`config.mk`:
```
export PLATFORM = sky130hd
export DESIGN_NAME = srsm_ctrl
export DESIGN_NICKNAME = d
export VERILOG_FILES = /design/src/hw/rtl/srsm_pkg.sv /design/src/hw/rtl/srsm_ctrl.sv
export SDC_FILE = /design/constraint.sdc
export NUM_CORES = 1
export LEC_CHECK = 0
export ABC_AREA = 1
export BUFFER_PORTS_ARGS = -buffer_cell sky130_fd_sc_hd__buf_2
export CAP_MARGIN = 40
export CORE_MARGIN = 2
export CORE_UTILIZATION = 40
export DETAILED_ROUTE_END_ITERATION = 16
export GPL_TIMING_DRIVEN = 1
export PLACE_DENSITY_LB_ADDON = 0.12
export REMOVE_ABC_BUFFERS = 1
export SLEW_MARGIN = 10
export SYNTH_ARGS = -nofsm -noshare
export SYNTH_HDL_FRONTEND = slang
export SYNTH_SLANG_ARGS = --single-unit
```
`constraint.sdc`:
```
create_clock -name clk -period 1.5 [get_ports clk]
set_input_delay 0.225 -clock clk [delete_from_list [all_inputs] [get_ports clk]]
set_output_delay 0.225 -clock clk [all_outputs]
set_load 0.01 [all_outputs]
```
`src/hw/rtl/srsm_pkg.sv`:
```
// Shared widths, codes and controller/datapath interface types of the striped range segment mapper.
package srsm_pkg;

	localparam int FILE_W     = 3;
	localparam int UNIT_W     = 8;
	localparam int VAL_W      = 48;
	localparam int REL_W      = 40;
	localparam int LEN_W      = 40;
	localparam int OFF_W      = 48;
	localparam int CNT_W      = 24;
	localparam int FC_W       = 4;
	localparam int PAGE_SHIFT = 12;
	localparam int TOT_W      = CNT_W + FILE_W;
	localparam int PG_W       = OFF_W - PAGE_SHIFT;
	localparam int SPG_W      = REL_W - PAGE_SHIFT;
	localparam int EPG_W      = REL_W + 1 - PAGE_SHIFT + 1;
	localparam int APB_AW     = 3;
	localparam int APB_DW     = 32;

	localparam logic [1:0] ACT_LOAD_PAGES = 2'd0;
	localparam logic [1:0] ACT_LOAD_BASE  = 2'd1;
	localparam logic [1:0] ACT_TRANSLATE  = 2'd2;

	localparam logic [0:0] REG_FILE_COUNT = 1'b0;

	typedef struct packed {
		logic clr;
		logic capture;
		logic base_wr;
		logic ld_old;
		logic ld_delta;
		logic sweep;
		logic gather;
		logic walk;
		logic single;
		logic single_err;
	} srsm_cmd_t;

	typedef struct packed {
		logic clr_done;
		logic ld_ok;
		logic len_zero;
		logic sweep_end;
		logic gather_end;
		logic walk_end;
		logic past;
		logic a_hit;
		logic a_last;
		logic out_free;
	} srsm_sts_t;

endpackage

```
`src/hw/rtl/srsm_ctrl.sv`:
```
// Controller state machine of the segment mapper: clearing pass, loads and translate sequencing.
module srsm_ctrl (
	input  logic                 clk,
	input  logic                 arst_n,
	input  logic                 in_valid,
	output logic                 in_stall,
	input  logic [1:0]           action,
	input  srsm_pkg::srsm_sts_t  sts,
	output srsm_pkg::srsm_cmd_t  cmd
);

	typedef enum logic [3:0] {
		ST_CLEAR,
		ST_IDLE,
		ST_LD_RD,
		ST_LD_OLD,
		ST_LD_DELTA,
		ST_LD_SWEEP,
		ST_LD_FLUSH,
		ST_TR_GATHER,
		ST_TR_W1,
		ST_TR_W2,
		ST_TR_DECIDE,
		ST_WALK,
		ST_DRAIN,
		ST_OUT_EMPTY,
		ST_OUT_PAST
	} state_t;

	state_t state_q;
	logic   acc;

	assign in_stall = state_q != ST_IDLE;
	assign acc      = in_valid && (state_q == ST_IDLE);

	always_comb begin
		cmd            = '0;
		cmd.capture    = acc;
		cmd.base_wr    = acc && (action == srsm_pkg::ACT_LOAD_BASE);
		cmd.clr        = state_q == ST_CLEAR;
		cmd.ld_old     = state_q == ST_LD_OLD;
		cmd.ld_delta   = state_q == ST_LD_DELTA;
		cmd.sweep      = state_q == ST_LD_SWEEP;
		cmd.gather     = state_q == ST_TR_GATHER;
		cmd.walk       = (state_q == ST_WALK) && sts.out_free;
		cmd.single     = ((state_q == ST_OUT_EMPTY) || (state_q == ST_OUT_PAST)) && sts.out_free;
		cmd.single_err = state_q == ST_OUT_PAST;
	end

	always_ff @(posedge clk or negedge arst_n) begin
		if (!arst_n) begin
			state_q <= ST_CLEAR;
		end else begin
			case (state_q)
				ST_CLEAR: begin
					if (sts.clr_done) begin
						state_q <= ST_IDLE;
					end
				end
				ST_IDLE: begin
					if (in_valid) begin
						case (action)
							srsm_pkg::ACT_LOAD_PAGES: begin
								state_q <= sts.ld_ok ? ST_LD_RD : ST_IDLE;
							end
							srsm_pkg::ACT_TRANSLATE: begin
								state_q <= sts.len_zero ? ST_OUT_EMPTY : ST_TR_GATHER;
							end
							default: begin
								state_q <= ST_IDLE;
							end
						endcase
					end
				end
				ST_LD_RD: begin
					state_q <= ST_LD_OLD;
				end
				ST_LD_OLD: begin
					state_q <= ST_LD_DELTA;
				end
				ST_LD_DELTA: begin
					state_q <= ST_LD_SWEEP;
				end
				ST_LD_SWEEP: begin
					if (sts.sweep_end) begin
						state_q <= ST_LD_FLUSH;
					end
				end
				ST_LD_FLUSH: begin
					state_q <= ST_IDLE;
				end
				ST_TR_GATHER: begin
					if (sts.gather_end) begin
						state_q <= ST_TR_W1;
					end
				end
				ST_TR_W1: begin
					state_q <= ST_TR_W2;
				end
				ST_TR_W2: begin
					state_q <= ST_TR_DECIDE;
				end
				ST_TR_DECIDE: begin
					state_q <= sts.past ? ST_OUT_PAST : ST_WALK;
				end
				ST_WALK: begin
					if (sts.out_free && ((sts.a_hit && sts.a_last) || sts.walk_end)) begin
						state_q <= ST_DRAIN;
					end
				end
				ST_DRAIN: begin
					if (sts.out_free) begin
						state_q <= ST_IDLE;
					end
				end
				ST_OUT_EMPTY, ST_OUT_PAST: begin
					if (sts.out_free) begin
						state_q <= ST_IDLE;
					end
				end
				default: begin
					state_q <= ST_IDLE;
				end
			endcase
		end
	end

endmodule

```
==> results.toml, run 1 <==
[pwr]
netSwitchingFraction = 0.521
switching_power_w = 0.000652
p_seq_frac = 0.158
internal-power_w = 0.000600
power_density_nw_per_um2 = 1680
combPwrFrac = 0.743
ir_worst_vdd_mv = 0.977
leakage_nw = 0.495
pwr-share-clk = 0.099

[worst_setup_path]
end_kind = "output port"
worst-setup-path-type = "reg2out"
crit_fanout = 4
worstPathRequired_ns = 1.27
worstSetupStartpointType = "register"
cp.arrival_ns = 1.21

[sta]
period_needed_ns = 1.44
tns_ns = 0
hold_violations = 0
slew_headroom = 0.860
max_freq_mhz = 695
slew_violations = 0
holdWs_ns = 0.333
rsz0062_at_grt = "yes"
fin_crit_sh = 0.960
finalSetupViolCount = 0
tightestPinTransition_ns = 0.210
fin_worst_skew_ns = 0.000763
setup_ws_ns = 0.0604

[clocking]
cts_num_sinks = 4
cts_tree = "done"
cts-buffers-inserted = 3
clkLatencyLatePin_ns = 0.23
clock_path_buffers = 2
cts_max_level = 1
clk_pin_slew_ns = 0.03
root_buffer = "clkbuf_4"

[place]
placed_cell_area_um2 = 678
io_buffers = 25
place_ws_ns = 0.122
routabilityCongestion = 0.941
hpwl_um = 1230

[floorplan]
rows = 13
start_util = 0.418
die_area_um2 = 1630
coreArea_um2 = 1270
die_y_um = 40.4
die-width_um = 40.4
io_pins = 26

[synthesis]
ys_seq_area_frac = 0.189
syn_area_um2 = 531
yosys.area.top_type_share = 0.255
yosysMostFrequentCell = "nand2_1"
synthTopCellsByCount = "36 x nand2_1, 20 x nor2_1, 15 x inv_1"
ys.flop_type = "dfrtp_1"
synth_edf_count = 0
ys_ff_latch = 4
synthDistinctLibCells = 18
yosysWarnings = 0
ys_top_cells_by_area = "nand2_1 25%, dfrtp_1 19%, nor2_1 14%, inv_1 11%, nand3_1 9.4%"
async_flop_share = 1.00
syn_inst = 103
synth_top_cell_by_area = "nand2_1"
syn_area_per_cell_um2 = 5.15

[finish]
largestRegisters = "state_q x4"
ff_latch_area_um2 = 101
final_layout_size_suffix_gt1_frac = 0.341
largest_reg_flops = 4
fin_nets = 152
nFillCells = 144
antenna_cells = 0
largest_register = "state_q"
multi_input_area_um2 = 363
syn_to_final_growth_pct = 40.6
stdcell_area_um2 = 746

[job]
cap_violations = 0

[worst_hold_path]
hp-class = "in2async"

[route]
wl_per_cell_um = 9.45
wirelength_um = 1420
num_vias = 711
drc = 0
ant_nets = 0
first_iter_violations = 25
viasPerCell = 4.74
dr.pass1.iters = 4

[global_route]
grt_remaining_overflow = 0
grt_first_pass_wirelength_um = 2060
grt_usage = 0.186
grt_max_degree = 8
antenna_found_initial = 0
grt_pass1_vias = 574

[outcome]
outcome = "complete, no violations"
==> per-stage QoR <==
step | instances | power [W] | util
2_1_floorplan | 101 | 0.000788 | -
3_3_place_gp | 144 | 0.00105 | 0.535
3_5_place_dp | 144 | 0.00105 | 0.535
4_1_cts | 150 | 0.00125 | 0.580
5_1_grt | 150 | 0.00141 | 0.588
6_report | 150 | 0.00125 | 0.588
==> area by class of cell <==
| class | count | share of cell area |
|---|---|---|
| repair buffers | 31 | 0.232 |
| multi-input cells | 79 | 0.487 |
| well taps | 15 | 0.0252 |
| flip-flops and latches | 4 | 0.136 |
| clock buffers | 3 | 0.0302 |
| inverters | 18 | 0.0906 |
==> critical path, stage by stage, from the launching register on <==
cell,delay [ns]
dfrtp_1,0.38
inv_2,0.10
nand2_4,0.07
nor2_4,0.11
inv_2,0.05
nor4_2,0.11
buf_2,0.16
==> kinds of logic after synthesis <==
| family | Yosys count | share of synthesized area |
|---|---|---|
| buffers and inverters | 20 | 0.163 |
| DFF | 4 | 0.189 |
| AOI/OAI and AO/OA | 3 | 0.0283 |
| and+or+nand+nor | 76 | 0.620 |
==> placed cells by master (no fill, tap or decap) <==
cell,Yosys,layout
nor4_2,0,1
o21ai_0,1,1
inv_2,3,5
nor3_1,1,1
and3_1,1,1
inv_1,15,13
nand2_2,2,4
o21ai_1,1,1
clkbuf_4,0,3
buf_4,1,5
a21oi_1,1,1
nor2_1,20,20
dfrtp_2,0,1
nand3b_1,2,2
buf_2,0,25
nand2_1,36,33
nor2_4,1,1
nand2_4,0,1
nand3_1,10,10
dfrtp_1,4,3
nand4_1,2,2
dlygate4sd3_1,0,1
==> what timing repair did <==
item                       in CTS  in global routing
hold endpoints to repair        4                  0
buffers inserted                2                  0
pin swaps                       1                  0
resized for setup               4                  4
hold buffers                    1                  0
setup endpoints to repair       3                  2
==> per-layer routing <==
metal	routed length, um	up-vias	global-route usage
li1	-	379	-
met3	109	0	0
met4	0	0	0.0750
met1	582	307	0.213
met5	0	-	0
met2	725	25	0.357
==> power by group through the flow <==
stage | Clock (W) | Combinational (W) | Sequential [W]
2_1_floorplan | 0 | 0.000575 | 0.000213
3_3_place_gp | 0 | 0.000858 | 0.000190
3_5_place_dp | 0 | 0.000856 | 0.000193
4_1_cts | 0.000133 | 0.000920 | 0.000196
5_1_grt | 0.000140 | 0.00106 | 0.000205
6_report | 0.000124 | 0.000931 | 0.000198
==> final timing paths <==
kind	startpoint	to	slack, ns	depth (start not counted)
min	arst_n	state_q[1]	0.33	2
min reg2reg	state_q[0]	state_q[0]	0.56	2
max in group asynchronous	arst_n	state_q[0]	1.04	2
max reg2reg	state_q[1]	state_q[0]	0.16	9
min in group clk	sts[7]	state_q[3]	0.37	5
max	state_q[3]	cmd[7]	0.06	6
(Power assumes the default switching activity.)
==> run 2, diff against run 1 <==
CELL_PAD_IN_SITES_DETAIL_PLACEMENT = 1   (was default)
CELL_PAD_IN_SITES_GLOBAL_PLACEMENT = 2   (was default)
CORE_ASPECT_RATIO = 1.25   (was default)
CORE_UTILIZATION = 19   (was 40)
==> run 2 against run 1 <==
Clock skew rose by 0.0018 ns. Flip-flop and latch count is the same. Combinational power increased by 15%. Non-clock buffer count rose by 5. Critical endpoint unchanged. Largest cell class unchanged. Highest routed layer is now met4.
==> results.toml, run 2 (synthesis results as in run 1) <==
[outcome]
outcome = "complete, no violations"

[worst_setup_path]
end_kind = "output port"
crit_fanout = 4
worstSetupStartpointType = "register"
worstPathRequired_ns = 1.27
worst-setup-path-type = "reg2out"
cp.arrival_ns = 1.25

[route]
first_iter_violations = 4
viasPerCell = 4.25
num_vias = 740
wl_per_cell_um = 11.3
ant_nets = 0
drc = 0
wirelength_um = 1970
dr.pass1.iters = 4

[clocking]
cts-buffers-inserted = 3
cts_tree = "done"
clk_pin_slew_ns = 0.04
cts_num_sinks = 4
clkLatencyLatePin_ns = 0.23
clock_path_buffers = 2
cts_max_level = 1
root_buffer = "clkbuf_4"

[floorplan]
coreArea_um2 = 2680
die_y_um = 63.1
io_pins = 26
die-width_um = 51.3
die_area_um2 = 3230
start_util = 0.198
rows = 21

[sta]
hold_violations = 0
fin_worst_skew_ns = 0.00254
holdWs_ns = 0.323
tightestPinTransition_ns = 0.226
slew_headroom = 0.849
period_needed_ns = 1.47
finalSetupViolCount = 0
rsz0062_at_grt = "yes"
tns_ns = 0
max_freq_mhz = 680
slew_violations = 0
fin_crit_sh = 0.981

[worst_hold_path]
hp-class = "in2async"

[job]
cap_violations = 0

[global_route]
grt_max_degree = 7
grt_pass1_vias = 759
antenna_found_initial = 0
grt_first_pass_wirelength_um = 3150
grt_remaining_overflow = 0
grt_usage = 0.129

[pwr]
power_density_nw_per_um2 = 1710
leakage_nw = 0.528
ir_worst_vdd_mv = 0.718

[finish]
largest_register = "state_q"
final_layout_size_suffix_gt1_frac = 0.386
layout_common_cells = "33 x nand2_1, 25 x buf_2, 19 x nor2_1, 12 x inv_1"
nFillCells = 388
fin_nets = 157
syn_to_final_growth_pct = 55.4
largest_reg_flops = 4
largestRegisters = "state_q x4"
antenna_cells = 0
layout_commonest_cell = "nand2_1"

[place]
routabilityCongestion = 0.733
hpwl_um = 1650
io_buffers = 25
## run 2: where the power goes
part / internal (W) / switching, W
registers: 0.000158 / 0.0000553
clock network: 0.0000894 / 0.0000424
logic: 0.000426 / 0.000642
total: 0.000674 / 0.000740
## run 2: worst max-delay path, stage by stage, from the launching register on
cell and delay, ns:
dfrtp_1 0.39, inv_2 0.09, nand2_4 0.07, nor2_4 0.11
inv_2 0.05, nor4_2 0.12, buf_2 0.17
## run 2: through the flow
stage          worst slack (ns)   util  instances  instance area (um^2)  power (W)
6_report                 0.0287  0.308        174                   825    0.00141
5_1_grt                 -0.0870  0.308        174                   825    0.00158
4_1_cts                 -0.0138  0.295        172                   790    0.00137
3_5_place_dp             0.0529  0.262        163                   702    0.00110
3_3_place_gp             0.0714  0.262        163                   702    0.00110
2_1_floorplan            0.0324      -        101                   512   0.000788
## run 2: area by class of cell
class                      count  area, um^2  share of cell area
multi-input combinational     79         380               0.461
timing repair buffer          36         210               0.255
inverter                      18        67.6              0.0819
clock buffer                   3        22.5              0.0273
sequential                     4         101               0.123
tap                           34        42.5              0.0516
## run 2: layer usage
metal | global-route usage | routed length [um] | up-vias
li1 | - | - | 388
met5 | 0 | 0 | -
met1 | 0.151 | 833 | 334
met2 | 0.227 | 1030 | 16
met3 | 0.0213 | 79 | 2
met4 | 0.0493 | 22 | 0
## run 2: worst paths after layout
path                            startpoint    endpoint  slack [ns]  depth (start not counted)
worst max-delay path            state_q[2]      cmd[7]        0.03                          6
worst min-delay path                arst_n  state_q[2]        0.32                          2
worst max register to register  state_q[0]  state_q[1]        0.13                          9
worst min register to register  state_q[0]  state_q[0]        0.58                          2
max in group asynchronous           arst_n  state_q[0]        1.05                          2
min in group clk                    sts[7]  state_q[3]        0.41                          5
## run 2: what timing repair did
item | 4_1_cts | 5_1_grt
setup buffers | 5 | 2
hold buffers | 1 | 0
endpoints found under the setup margin | 4 | 8
gates cloned | 0 | 0
resized for setup | 8 | 5
endpoints found under the hold margin | 4 | 0
pin swaps | 1 | 1
